===== src/rtl/assert_macros.svh =====
// assertion macros used by the rtl top level to check its own logic
`ifndef ASSERT_MACROS_SVH
`define ASSERT_MACROS_SVH

// condition must hold at every clock edge out of reset
`define ASSERT_ALWAYS(label, cond, msg) \
    label: assert property (@(posedge clk) disable iff (!rst_n) (cond)) \
        else $error(msg);

// consequent must hold in the same cycle as the antecedent
`define ASSERT_IMPLIES(label, ante, cons, msg) \
    label: assert property (@(posedge clk) disable iff (!rst_n) (ante) |-> (cons)) \
        else $error(msg);

`endif


===== src/rtl/udg_pkg.sv =====
// shared types, codes and the crc-8 byte update for the register datagram engine
package udg_pkg;

    // request codes on the input channel
    localparam logic [1:0] REQ_WRITE   = 2'd0;
    localparam logic [1:0] REQ_READ    = 2'd1;
    localparam logic [1:0] REQ_RX_BYTE = 2'd2;
    localparam logic [1:0] REQ_TIMEOUT = 2'd3;

    // read completion status codes
    localparam logic [1:0] ST_OK       = 2'd0;
    localparam logic [1:0] ST_SHORT    = 2'd1;
    localparam logic [1:0] ST_BAD_HDR  = 2'd2;
    localparam logic [1:0] ST_BAD_CRC  = 2'd3;

    // result kinds
    localparam logic OUT_TX_BYTE = 1'b0;
    localparam logic OUT_DONE    = 1'b1;

    // job kinds passed from front to back
    localparam logic [1:0] JOB_WRITE = 2'd0;
    localparam logic [1:0] JOB_READ  = 2'd1;
    localparam logic [1:0] JOB_DONE  = 2'd2;

    // datagram constants
    localparam logic [7:0] SYNC_BYTE  = 8'h05;
    localparam logic [7:0] CRC_POLY   = 8'h07;
    localparam logic [7:0] WRITE_FLAG = 8'h80;
    localparam logic [7:0] MASTER_ID  = 8'hFF;

    // job queue depth
    localparam int QUEUE_DEPTH = 2;

    typedef struct packed {
        logic [1:0]  kind;
        logic [7:0]  node;
        logic [6:0]  reg_addr;
        logic [31:0] value;
        logic [1:0]  status;
    } job_t;

    // crc-8, data fed lsb first
    function automatic logic [7:0] crc_feed(input logic [7:0] crc_in,
                                            input logic [7:0] data);
        logic [7:0] c;
        c = crc_in;
        for (int k = 0; k < 8; k++)
        begin
            if (c[7] ^ data[k])
            begin
                c = {c[6:0], 1'b0} ^ CRC_POLY;
            end
            else
            begin
                c = {c[6:0], 1'b0};
            end
        end
        return c;
    endfunction

endpackage


===== src/rtl/udg_front.sv =====
// front end: accepts items, tracks the link phase and queues datagram and completion jobs
module udg_front (
    input  logic                clk,
    input  logic                rst_n,
    input  logic                cfg_wr_en,
    input  logic [7:0]          cfg_wr_data,
    input  logic                in_valid,
    output logic                in_ready,
    input  logic [1:0]          req_type,
    input  logic [6:0]          reg_addr,
    input  logic [31:0]         write_value,
    input  logic [7:0]          rx_byte,
    input  logic                q_full,
    output logic                q_push,
    output udg_pkg::job_t       q_job
);

    localparam logic [1:0] PH_IDLE  = 2'd0;
    localparam logic [1:0] PH_WECHO = 2'd1;
    localparam logic [1:0] PH_RECHO = 2'd2;
    localparam logic [1:0] PH_RRESP = 2'd3;

    logic [7:0]  node_reg;
    logic [1:0]  phase_reg, phase_next;
    logic [3:0]  count_reg, count_next;
    logic [6:0]  pend_reg, pend_next;
    logic [7:0]  crc_reg, crc_next;
    logic [31:0] shift_reg, shift_next;
    logic        hdr_ok_reg, hdr_ok_next;
    logic        accept;
    logic [3:0]  count_inc;
    logic [1:0]  done_status;

    assign in_ready  = !q_full;
    assign accept    = in_valid && in_ready;
    assign count_inc = count_reg + 4'd1;

    // completion status at the final response byte, bad header wins
    always_comb
    begin
        if (!hdr_ok_reg)
        begin
            done_status = udg_pkg::ST_BAD_HDR;
        end
        else if (crc_reg != rx_byte)
        begin
            done_status = udg_pkg::ST_BAD_CRC;
        end
        else
        begin
            done_status = udg_pkg::ST_OK;
        end
    end

    // phase tracking and job generation
    always_comb
    begin
        phase_next   = phase_reg;
        count_next   = count_reg;
        pend_next    = pend_reg;
        crc_next     = crc_reg;
        shift_next   = shift_reg;
        hdr_ok_next  = hdr_ok_reg;
        q_push       = 1'b0;
        q_job.kind   = udg_pkg::JOB_DONE;
        q_job.node   = node_reg;
        q_job.reg_addr = reg_addr;
        q_job.value  = 32'd0;
        q_job.status = udg_pkg::ST_OK;
        if (accept)
        begin
            unique case (req_type)
                udg_pkg::REQ_WRITE:
                begin
                    q_push      = 1'b1;
                    q_job.kind  = udg_pkg::JOB_WRITE;
                    q_job.value = write_value;
                    phase_next  = PH_WECHO;
                    count_next  = 4'd0;
                end
                udg_pkg::REQ_READ:
                begin
                    q_push     = 1'b1;
                    q_job.kind = udg_pkg::JOB_READ;
                    pend_next  = reg_addr;
                    phase_next = PH_RECHO;
                    count_next = 4'd0;
                end
                udg_pkg::REQ_TIMEOUT:
                begin
                    if (phase_reg == PH_RECHO || phase_reg == PH_RRESP)
                    begin
                        q_push       = 1'b1;
                        q_job.status = udg_pkg::ST_SHORT;
                    end
                    phase_next = PH_IDLE;
                    count_next = 4'd0;
                end
                default:
                begin
                    unique case (phase_reg)
                        PH_WECHO:
                        begin
                            // drop the eight echo bytes of a write
                            if (count_inc >= 4'd8)
                            begin
                                phase_next = PH_IDLE;
                                count_next = 4'd0;
                            end
                            else
                            begin
                                count_next = count_inc;
                            end
                        end
                        PH_RECHO:
                        begin
                            // skip the four echo bytes of a read
                            if (count_inc >= 4'd4)
                            begin
                                phase_next  = PH_RRESP;
                                count_next  = 4'd0;
                                crc_next    = 8'd0;
                                shift_next  = 32'd0;
                                hdr_ok_next = 1'b1;
                            end
                            else
                            begin
                                count_next = count_inc;
                            end
                        end
                        PH_RRESP:
                        begin
                            if (count_reg < 4'd7)
                            begin
                                if (count_reg == 4'd0 && rx_byte != udg_pkg::SYNC_BYTE)
                                begin
                                    hdr_ok_next = 1'b0;
                                end
                                if (count_reg == 4'd1 && rx_byte != udg_pkg::MASTER_ID)
                                begin
                                    hdr_ok_next = 1'b0;
                                end
                                if (count_reg == 4'd2 && rx_byte != {1'b0, pend_reg})
                                begin
                                    hdr_ok_next = 1'b0;
                                end
                                if (count_reg >= 4'd3)
                                begin
                                    shift_next = {shift_reg[23:0], rx_byte};
                                end
                                crc_next   = udg_pkg::crc_feed(crc_reg, rx_byte);
                                count_next = count_inc;
                            end
                            else
                            begin
                                // crc byte closes the response
                                q_push       = 1'b1;
                                q_job.status = done_status;
                                q_job.value  = (done_status == udg_pkg::ST_OK) ?
                                               shift_reg : 32'd0;
                                phase_next   = PH_IDLE;
                                count_next   = 4'd0;
                            end
                        end
                        default:
                        begin
                            phase_next = phase_reg;
                        end
                    endcase
                end
            endcase
        end
    end

    // state registers
    always_ff @(posedge clk or negedge rst_n)
    begin
        if (!rst_n)
        begin
            node_reg   <= 8'd0;
            phase_reg  <= PH_IDLE;
            count_reg  <= 4'd0;
            pend_reg   <= 7'd0;
            crc_reg    <= 8'd0;
            shift_reg  <= 32'd0;
            hdr_ok_reg <= 1'b1;
        end
        else
        begin
            if (cfg_wr_en)
            begin
                node_reg <= cfg_wr_data;
            end
            phase_reg  <= phase_next;
            count_reg  <= count_next;
            pend_reg   <= pend_next;
            crc_reg    <= crc_next;
            shift_reg  <= shift_next;
            hdr_ok_reg <= hdr_ok_next;
        end
    end

endmodule


===== src/rtl/udg_queue.sv =====
// short job queue between the front and back ends
module udg_queue (
    input  logic                clk,
    input  logic                rst_n,
    input  logic                push,
    input  udg_pkg::job_t       push_job,
    input  logic                pop,
    output udg_pkg::job_t       head_job,
    output logic                full,
    output logic                empty
);

    localparam int PTR_W = (udg_pkg::QUEUE_DEPTH > 1) ? $clog2(udg_pkg::QUEUE_DEPTH) : 1;
    localparam int CNT_W = $clog2(udg_pkg::QUEUE_DEPTH + 1);
    localparam logic [PTR_W-1:0] PTR_LAST = PTR_W'(udg_pkg::QUEUE_DEPTH - 1);
    localparam logic [CNT_W-1:0] CNT_FULL = CNT_W'(udg_pkg::QUEUE_DEPTH);

    udg_pkg::job_t      slot_reg [udg_pkg::QUEUE_DEPTH];
    logic [PTR_W-1:0]   wr_ptr_reg, wr_ptr_next;
    logic [PTR_W-1:0]   rd_ptr_reg, rd_ptr_next;
    logic [CNT_W-1:0]   count_reg, count_next;

    assign full     = (count_reg == CNT_FULL);
    assign empty    = (count_reg == '0);
    assign head_job = slot_reg[rd_ptr_reg];

    // pointer and fill count update
    always_comb
    begin
        wr_ptr_next = wr_ptr_reg;
        rd_ptr_next = rd_ptr_reg;
        count_next  = count_reg;
        if (push)
        begin
            wr_ptr_next = (wr_ptr_reg == PTR_LAST) ? '0 : wr_ptr_reg + PTR_W'(1);
        end
        if (pop)
        begin
            rd_ptr_next = (rd_ptr_reg == PTR_LAST) ? '0 : rd_ptr_reg + PTR_W'(1);
        end
        if (push && !pop)
        begin
            count_next = count_reg + CNT_W'(1);
        end
        else if (pop && !push)
        begin
            count_next = count_reg - CNT_W'(1);
        end
    end

    always_ff @(posedge clk or negedge rst_n)
    begin
        if (!rst_n)
        begin
            wr_ptr_reg <= '0;
            rd_ptr_reg <= '0;
            count_reg  <= '0;
        end
        else
        begin
            wr_ptr_reg <= wr_ptr_next;
            rd_ptr_reg <= rd_ptr_next;
            count_reg  <= count_next;
        end
    end

    // slot storage
    always_ff @(posedge clk)
    begin
        if (push)
        begin
            slot_reg[wr_ptr_reg] <= push_job;
        end
    end

endmodule


===== src/rtl/udg_back.sv =====
// back end: expands queued jobs into transmit bytes and completions, one per cycle unless stalled
module udg_back (
    input  logic                clk,
    input  logic                rst_n,
    input  udg_pkg::job_t       head_job,
    input  logic                q_empty,
    output logic                q_pop,
    output logic                out_valid,
    input  logic                out_ready,
    output logic                out_kind,
    output logic [7:0]          tx_byte,
    output logic                last_byte,
    output logic [31:0]         read_value,
    output logic [1:0]          read_status
);

    udg_pkg::job_t job_reg;
    logic          busy_reg, busy_next;
    logic [2:0]    idx_reg, idx_next;
    logic [7:0]    crc_reg, crc_next;
    logic          out_valid_reg;
    logic          out_kind_reg;
    logic [7:0]    tx_byte_reg;
    logic          last_byte_reg;
    logic [31:0]   read_value_reg;
    logic [1:0]    read_status_reg;
    logic          advance;
    logic          emit;
    logic          cur_last;
    logic [7:0]    cur_byte;

    assign advance = !out_valid_reg || out_ready;
    assign emit    = busy_reg && advance;
    assign q_pop   = !q_empty && (!busy_reg || (emit && cur_last));

    // byte of the current datagram at the current index
    always_comb
    begin
        cur_byte = crc_reg;
        cur_last = 1'b1;
        unique case (job_reg.kind)
            udg_pkg::JOB_WRITE:
            begin
                cur_last = (idx_reg == 3'd7);
                case (idx_reg)
                    3'd0:    cur_byte = udg_pkg::SYNC_BYTE;
                    3'd1:    cur_byte = job_reg.node;
                    3'd2:    cur_byte = {1'b0, job_reg.reg_addr} | udg_pkg::WRITE_FLAG;
                    3'd3:    cur_byte = job_reg.value[31:24];
                    3'd4:    cur_byte = job_reg.value[23:16];
                    3'd5:    cur_byte = job_reg.value[15:8];
                    3'd6:    cur_byte = job_reg.value[7:0];
                    default: cur_byte = crc_reg;
                endcase
            end
            udg_pkg::JOB_READ:
            begin
                cur_last = (idx_reg == 3'd3);
                case (idx_reg)
                    3'd0:    cur_byte = udg_pkg::SYNC_BYTE;
                    3'd1:    cur_byte = job_reg.node;
                    3'd2:    cur_byte = {1'b0, job_reg.reg_addr};
                    default: cur_byte = crc_reg;
                endcase
            end
            default:
            begin
                cur_byte = 8'd0;
                cur_last = 1'b1;
            end
        endcase
    end

    // job sequencing
    always_comb
    begin
        busy_next = busy_reg;
        idx_next  = idx_reg;
        crc_next  = crc_reg;
        if (q_pop)
        begin
            busy_next = 1'b1;
            idx_next  = 3'd0;
            crc_next  = 8'd0;
        end
        else if (emit)
        begin
            busy_next = !cur_last;
            idx_next  = idx_reg + 3'd1;
            crc_next  = udg_pkg::crc_feed(crc_reg, cur_byte);
        end
    end

    always_ff @(posedge clk or negedge rst_n)
    begin
        if (!rst_n)
        begin
            busy_reg      <= 1'b0;
            idx_reg       <= 3'd0;
            crc_reg       <= 8'd0;
            out_valid_reg <= 1'b0;
        end
        else
        begin
            busy_reg <= busy_next;
            idx_reg  <= idx_next;
            crc_reg  <= crc_next;
            if (advance)
            begin
                out_valid_reg <= busy_reg;
            end
        end
    end

    // job and output payload
    always_ff @(posedge clk)
    begin
        if (q_pop)
        begin
            job_reg <= head_job;
        end
        if (emit)
        begin
            if (job_reg.kind == udg_pkg::JOB_DONE)
            begin
                out_kind_reg    <= udg_pkg::OUT_DONE;
                tx_byte_reg     <= 8'd0;
                last_byte_reg   <= 1'b0;
                read_value_reg  <= job_reg.value;
                read_status_reg <= job_reg.status;
            end
            else
            begin
                out_kind_reg    <= udg_pkg::OUT_TX_BYTE;
                tx_byte_reg     <= cur_byte;
                last_byte_reg   <= cur_last;
                read_value_reg  <= 32'd0;
                read_status_reg <= udg_pkg::ST_OK;
            end
        end
    end

    assign out_valid   = out_valid_reg;
    assign out_kind    = out_kind_reg;
    assign tx_byte     = tx_byte_reg;
    assign last_byte   = last_byte_reg;
    assign read_value  = read_value_reg;
    assign read_status = read_status_reg;

endmodule


===== src/rtl/uart_register_datagram_engine_core.sv =====
// top level: single-wire uart register link master, front end, job queue and back end
// path: request to queue slot, then back end job register, then output register
// output: a write gives eight bytes, a read four; completions give one result each;
// the back end byte sequencer emits one byte per cycle unless the output stalls
// input is taken every cycle the two-entry job queue has room; echo bytes push no job
// reset: asynchronous active low, link idle, node address zero, queue and output empty
`include "assert_macros.svh"

module uart_register_datagram_engine_core (
    input  logic        clk,
    input  logic        rst_n,
    input  logic        cfg_wr_en,
    input  logic [7:0]  cfg_wr_data,
    input  logic        in_valid,
    output logic        in_ready,
    input  logic [1:0]  req_type,
    input  logic [6:0]  reg_addr,
    input  logic [31:0] write_value,
    input  logic [7:0]  rx_byte,
    output logic        out_valid,
    input  logic        out_ready,
    output logic        out_kind,
    output logic [7:0]  tx_byte,
    output logic        last_byte,
    output logic [31:0] read_value,
    output logic [1:0]  read_status
);

    udg_pkg::job_t push_job;
    udg_pkg::job_t head_job;
    logic          q_push;
    logic          q_pop;
    logic          q_full;
    logic          q_empty;

    // front end
    udg_front u_front (
        .clk         (clk),
        .rst_n       (rst_n),
        .cfg_wr_en   (cfg_wr_en),
        .cfg_wr_data (cfg_wr_data),
        .in_valid    (in_valid),
        .in_ready    (in_ready),
        .req_type    (req_type),
        .reg_addr    (reg_addr),
        .write_value (write_value),
        .rx_byte     (rx_byte),
        .q_full      (q_full),
        .q_push      (q_push),
        .q_job       (push_job)
    );

    // job queue
    udg_queue u_queue (
        .clk      (clk),
        .rst_n    (rst_n),
        .push     (q_push),
        .push_job (push_job),
        .pop      (q_pop),
        .head_job (head_job),
        .full     (q_full),
        .empty    (q_empty)
    );

    // back end
    udg_back u_back (
        .clk         (clk),
        .rst_n       (rst_n),
        .head_job    (head_job),
        .q_empty     (q_empty),
        .q_pop       (q_pop),
        .out_valid   (out_valid),
        .out_ready   (out_ready),
        .out_kind    (out_kind),
        .tx_byte     (tx_byte),
        .last_byte   (last_byte),
        .read_value  (read_value),
        .read_status (read_status)
    );

    // queue never overflows or underflows
    `ASSERT_IMPLIES(a_no_overflow, q_push, !q_full, "job pushed into a full queue")
    `ASSERT_IMPLIES(a_no_underflow, q_pop, !q_empty, "job popped from an empty queue")
    // completion carries no datagram byte
    `ASSERT_IMPLIES(a_done_clean, out_valid && out_kind, (tx_byte == 8'd0) && !last_byte,
                    "completion with transmit fields set")
    // transmit byte carries no read result
    `ASSERT_IMPLIES(a_tx_clean, out_valid && !out_kind,
                    (read_value == 32'd0) && (read_status == udg_pkg::ST_OK),
                    "transmit byte with read fields set")

endmodule

===== config.mk =====
export PLATFORM = sky130hd
export DESIGN_NAME = uart_register_datagram_engine_core
export DESIGN_NICKNAME = d
export VERILOG_FILES = /design/src/rtl/udg_pkg.sv /design/src/rtl/udg_front.sv /design/src/rtl/udg_queue.sv /design/src/rtl/udg_back.sv /design/src/rtl/uart_register_datagram_engine_core.sv
export VERILOG_INCLUDE_DIRS = /design/src /design/src/rtl
export SDC_FILE = /design/constraint.sdc
export NUM_CORES = 1
export LEC_CHECK = 0
export BUFFER_PORTS_ARGS = -buffer_cell sky130_fd_sc_hd__buf_2
export CAP_MARGIN = 30
export CORE_MARGIN = 4
export CORE_UTILIZATION = 35
export DETAILED_ROUTE_END_ITERATION = 10
export GPL_ROUTABILITY_DRIVEN = 0
export HOLD_SLACK_MARGIN = 0.06
export SYNTH_ARGS = -nofsm -noshare
export SYNTH_HDL_FRONTEND = slang
export SYNTH_SLANG_ARGS = --single-unit

===== constraint.sdc =====
create_clock -name clk -period 5.2 [get_ports clk]
set_input_delay 0.78 -clock clk [delete_from_list [all_inputs] [get_ports clk]]
set_output_delay 0.78 -clock clk [all_outputs]
set_load 0.05 [all_outputs]

==> impl_metrics.tcl <==
set metrics [dict create \
    ant_nets 0 \
    grt_pass1_vias 7246 \
    drt-vias-per-instance 5.07 \
    dieArea_um2 37500 \
    final_cells 1464 \
    coreArea_um2 33800 \
    max_freq_mhz 284 \
    ys_async_sr_fraction 0.286 \
    worstPathArrival_ns 3.98 \
    drt-initial-drc-count 616 \
    clock_latency_ns 0.56 \
    cts_tree "done" \
    status "complete, no violations" \
    synth_top_cell_by_area "edfxtp_1" \
    cts-buffers-inserted 30 \
    timing.final.crit_share 0.678 \
    crit_fanout 19 \
    max_slew_margin 0.437 \
    post-dp-hpwl_um 19100 \
    start_kind "register" \
    timing.final.crit_period_ns 3.52 \
    grt_pass1_wl_um 42900 \
    finalSetupViolations 0 \
    cts_resized 0 \
    yosysWarnings 0 \
    layout_common_cells "edfxtp_1, buf_2, dfrtp_1, nand2_1" \
    track_usage 0.142 \
    syn_to_final_growth_pct 16.4 \
    overflow 0 \
    slew_viol_final 0 \
    syn_area_per_cell_um2 13.5 \
    clock-root-buffer "clkbuf_16" \
    synth_top_cell_area_share 0.491 \
    start_util 0.357 \
    antenna_found_initial 2 \
    hold_buffers 0 \
    post-cts-setup-buffers 0 \
    drt-wirelength-per-cell_um 18.7 \
    drive_gt1_frac 0.251 \
    syn_nets 967 \
    cts.path.max_buffers 3 \
    peakVddDrop_mv 0.337 \
    grt_setup_unrepaired "no" \
    cts.sinks 276 \
    syn_area_um2 12100 \
    ctsHtreeMaxLevel 1 \
    drv_cap 0 \
    synth_area_leaders "edfxtp_1, dfrtp_1, mux2_2" \
    criticalPathCategory "register to register" \
    rows 67 \
    largest_reg_flops 102 \
    drt_wl_total_um 27400 \
    skew_ns 0.0219 \
    critical_path_required_ns 5.65 \
    ys_seq_area_frac 0.655 \
    setup_tns_ns 0 \
    clk_pin_slew_ns 0.06 \
    worst_pin_slew_ns 0.838 \
    drc 0 \
    io_pins 108 \
    io_buffer_count 107 \
    end_kind "register" \
    die_y_um 194 \
    synth-edff-count 197 \
    p_leak_nw 5.31 \
    yosys_register_bits 276 \
    synth_ff_type "edfxtp_1" \
    first_pass_iters 8 \
    hp-class "primary input to async pin" \
    nets 1065 \
    synth_cells 894 \
    finalHoldViolCount 0 \
    layout_commonest_cell "edfxtp_1" \
    vias 7416 \
    yosys.cell_types.count 70 \
    powerDensity_nw_per_um2 619 \
    placed_cells 1408 \
    grt_max_degree 52 \
    die_x_um 194 \
]
-- critical path, cell delays in order, from the launching register on --
cell       delay (ns)
dfrtp_1          0.68
inv_1            0.24
ha_1             0.41
nor4_2           0.57
a2111oi_0        0.16
o22ai_1          0.37
xnor2_2          0.19
xor3_1           0.38
xnor2_1          0.21
nand3_1          0.10
o311ai_1         0.10
-- final timing paths --
path | from | to | slack [ns] | cells after the start
min | rst_n | u_back.crc_reg[6] | 0.20 | 1
max in group asynchronous | rst_n | u_front.count_reg[0] | 3.94 | 2
max reg2reg | u_back.idx_reg[2] | u_back.crc_reg[2] | 1.68 | 10
min reg2reg | u_front.node_reg[2] | u_queue.slot_reg[0][43] | 0.46 | 0
max | u_back.idx_reg[2] | u_back.crc_reg[2] | 1.68 | 10
min in group clk | reg_addr[5] | u_queue.slot_reg[0][39] | 0.44 | 1
-- cell usage after synthesis, types with 2 or more instances --
cell type / count
edfxtp_1: 197
dfrtp_1: 78
nand2_1: 76
nor2_1: 63
mux2_2: 61
clkbuf_1: 45
o21ai_0: 43
a22oi_1: 40
xnor2_1: 39
and2_1: 36
inv_1: 22
a22o_1: 21
a21oi_1: 18
xor2_1: 18
ha_1: 11
a222oi_1: 7
nand3_1: 7
nor2b_1: 7
o31ai_1: 7
buf_6: 6
nand4_1: 6
nor4_1: 6
or3_1: 6
a2111oi_0: 4
nand2b_1: 4
nor3_1: 4
a32o_1: 3
and3_1: 3
o21ai_1: 3
o22ai_1: 3
xnor2_2: 3
a211oi_1: 2
a21o_1: 2
a221oi_1: 2
buf_4: 2
o21a_1: 2
o21ai_2: 2
o22a_2: 2
or2_2: 2
-- cell families after synthesis --
kind of cell | Yosys count | share of synthesized area
buffers and inverters | 77 | 0.0284
multiplexers | 62 | 0.0578
AO/OA/AOI/OAI | 179 | 0.107
XOR/XNOR | 63 | 0.0514
flip-flops | 276 | 0.655
adder cells (fa/ha/maj) | 11 | 0.0114
AND/OR/NAND/NOR | 226 | 0.0892
-- power breakdown --
part	leakage, nW	switching [mW]	internal (mW)
logic	1.93	1.85	1.20
registers	2.90	0.413	3.14
clock network	0.481	0.860	1.23
total	5.31	3.13	5.56
-- per-stage QoR --
stage	utilization	area [um^2]	power, mW	hold slack (ns)	setup slack [ns]
after global placement	0.385	13000	6.60	0.455	1.78
after global routing	0.415	14000	9.16	0.231	1.45
final	0.415	14000	8.69	0.201	1.68
after CTS	0.415	14000	8.76	0.218	1.70
after detailed placement	0.386	13000	6.66	0.456	1.74
after floorplan	-	12100	5.91	0.438	1.06
-- cell type report --
class	count	area (um^2)
antenna	1	2.50
fill	3160	19800
multi-input combinational	541	3840
clock buffer	37	787
tap	448	561
sequential	276	7900
inverter	23	86.3
clock inverter	18	190
timing repair buffer	120	664
-- per-layer routing --
metal / vias up / wire length (um) / track usage / part of all wire
met5: - / 13 / 0 / 0.00047
met4: 2 / 661 / 0.0367 / 0.024
met3: 45 / 1470 / 0.0244 / 0.054
met2: 240 / 12600 / 0.223 / 0.46
met1: 3622 / 12700 / 0.206 / 0.46
li1: 3507 / - / - / -
No activity file was read; power rests on OpenSTA's default activity.
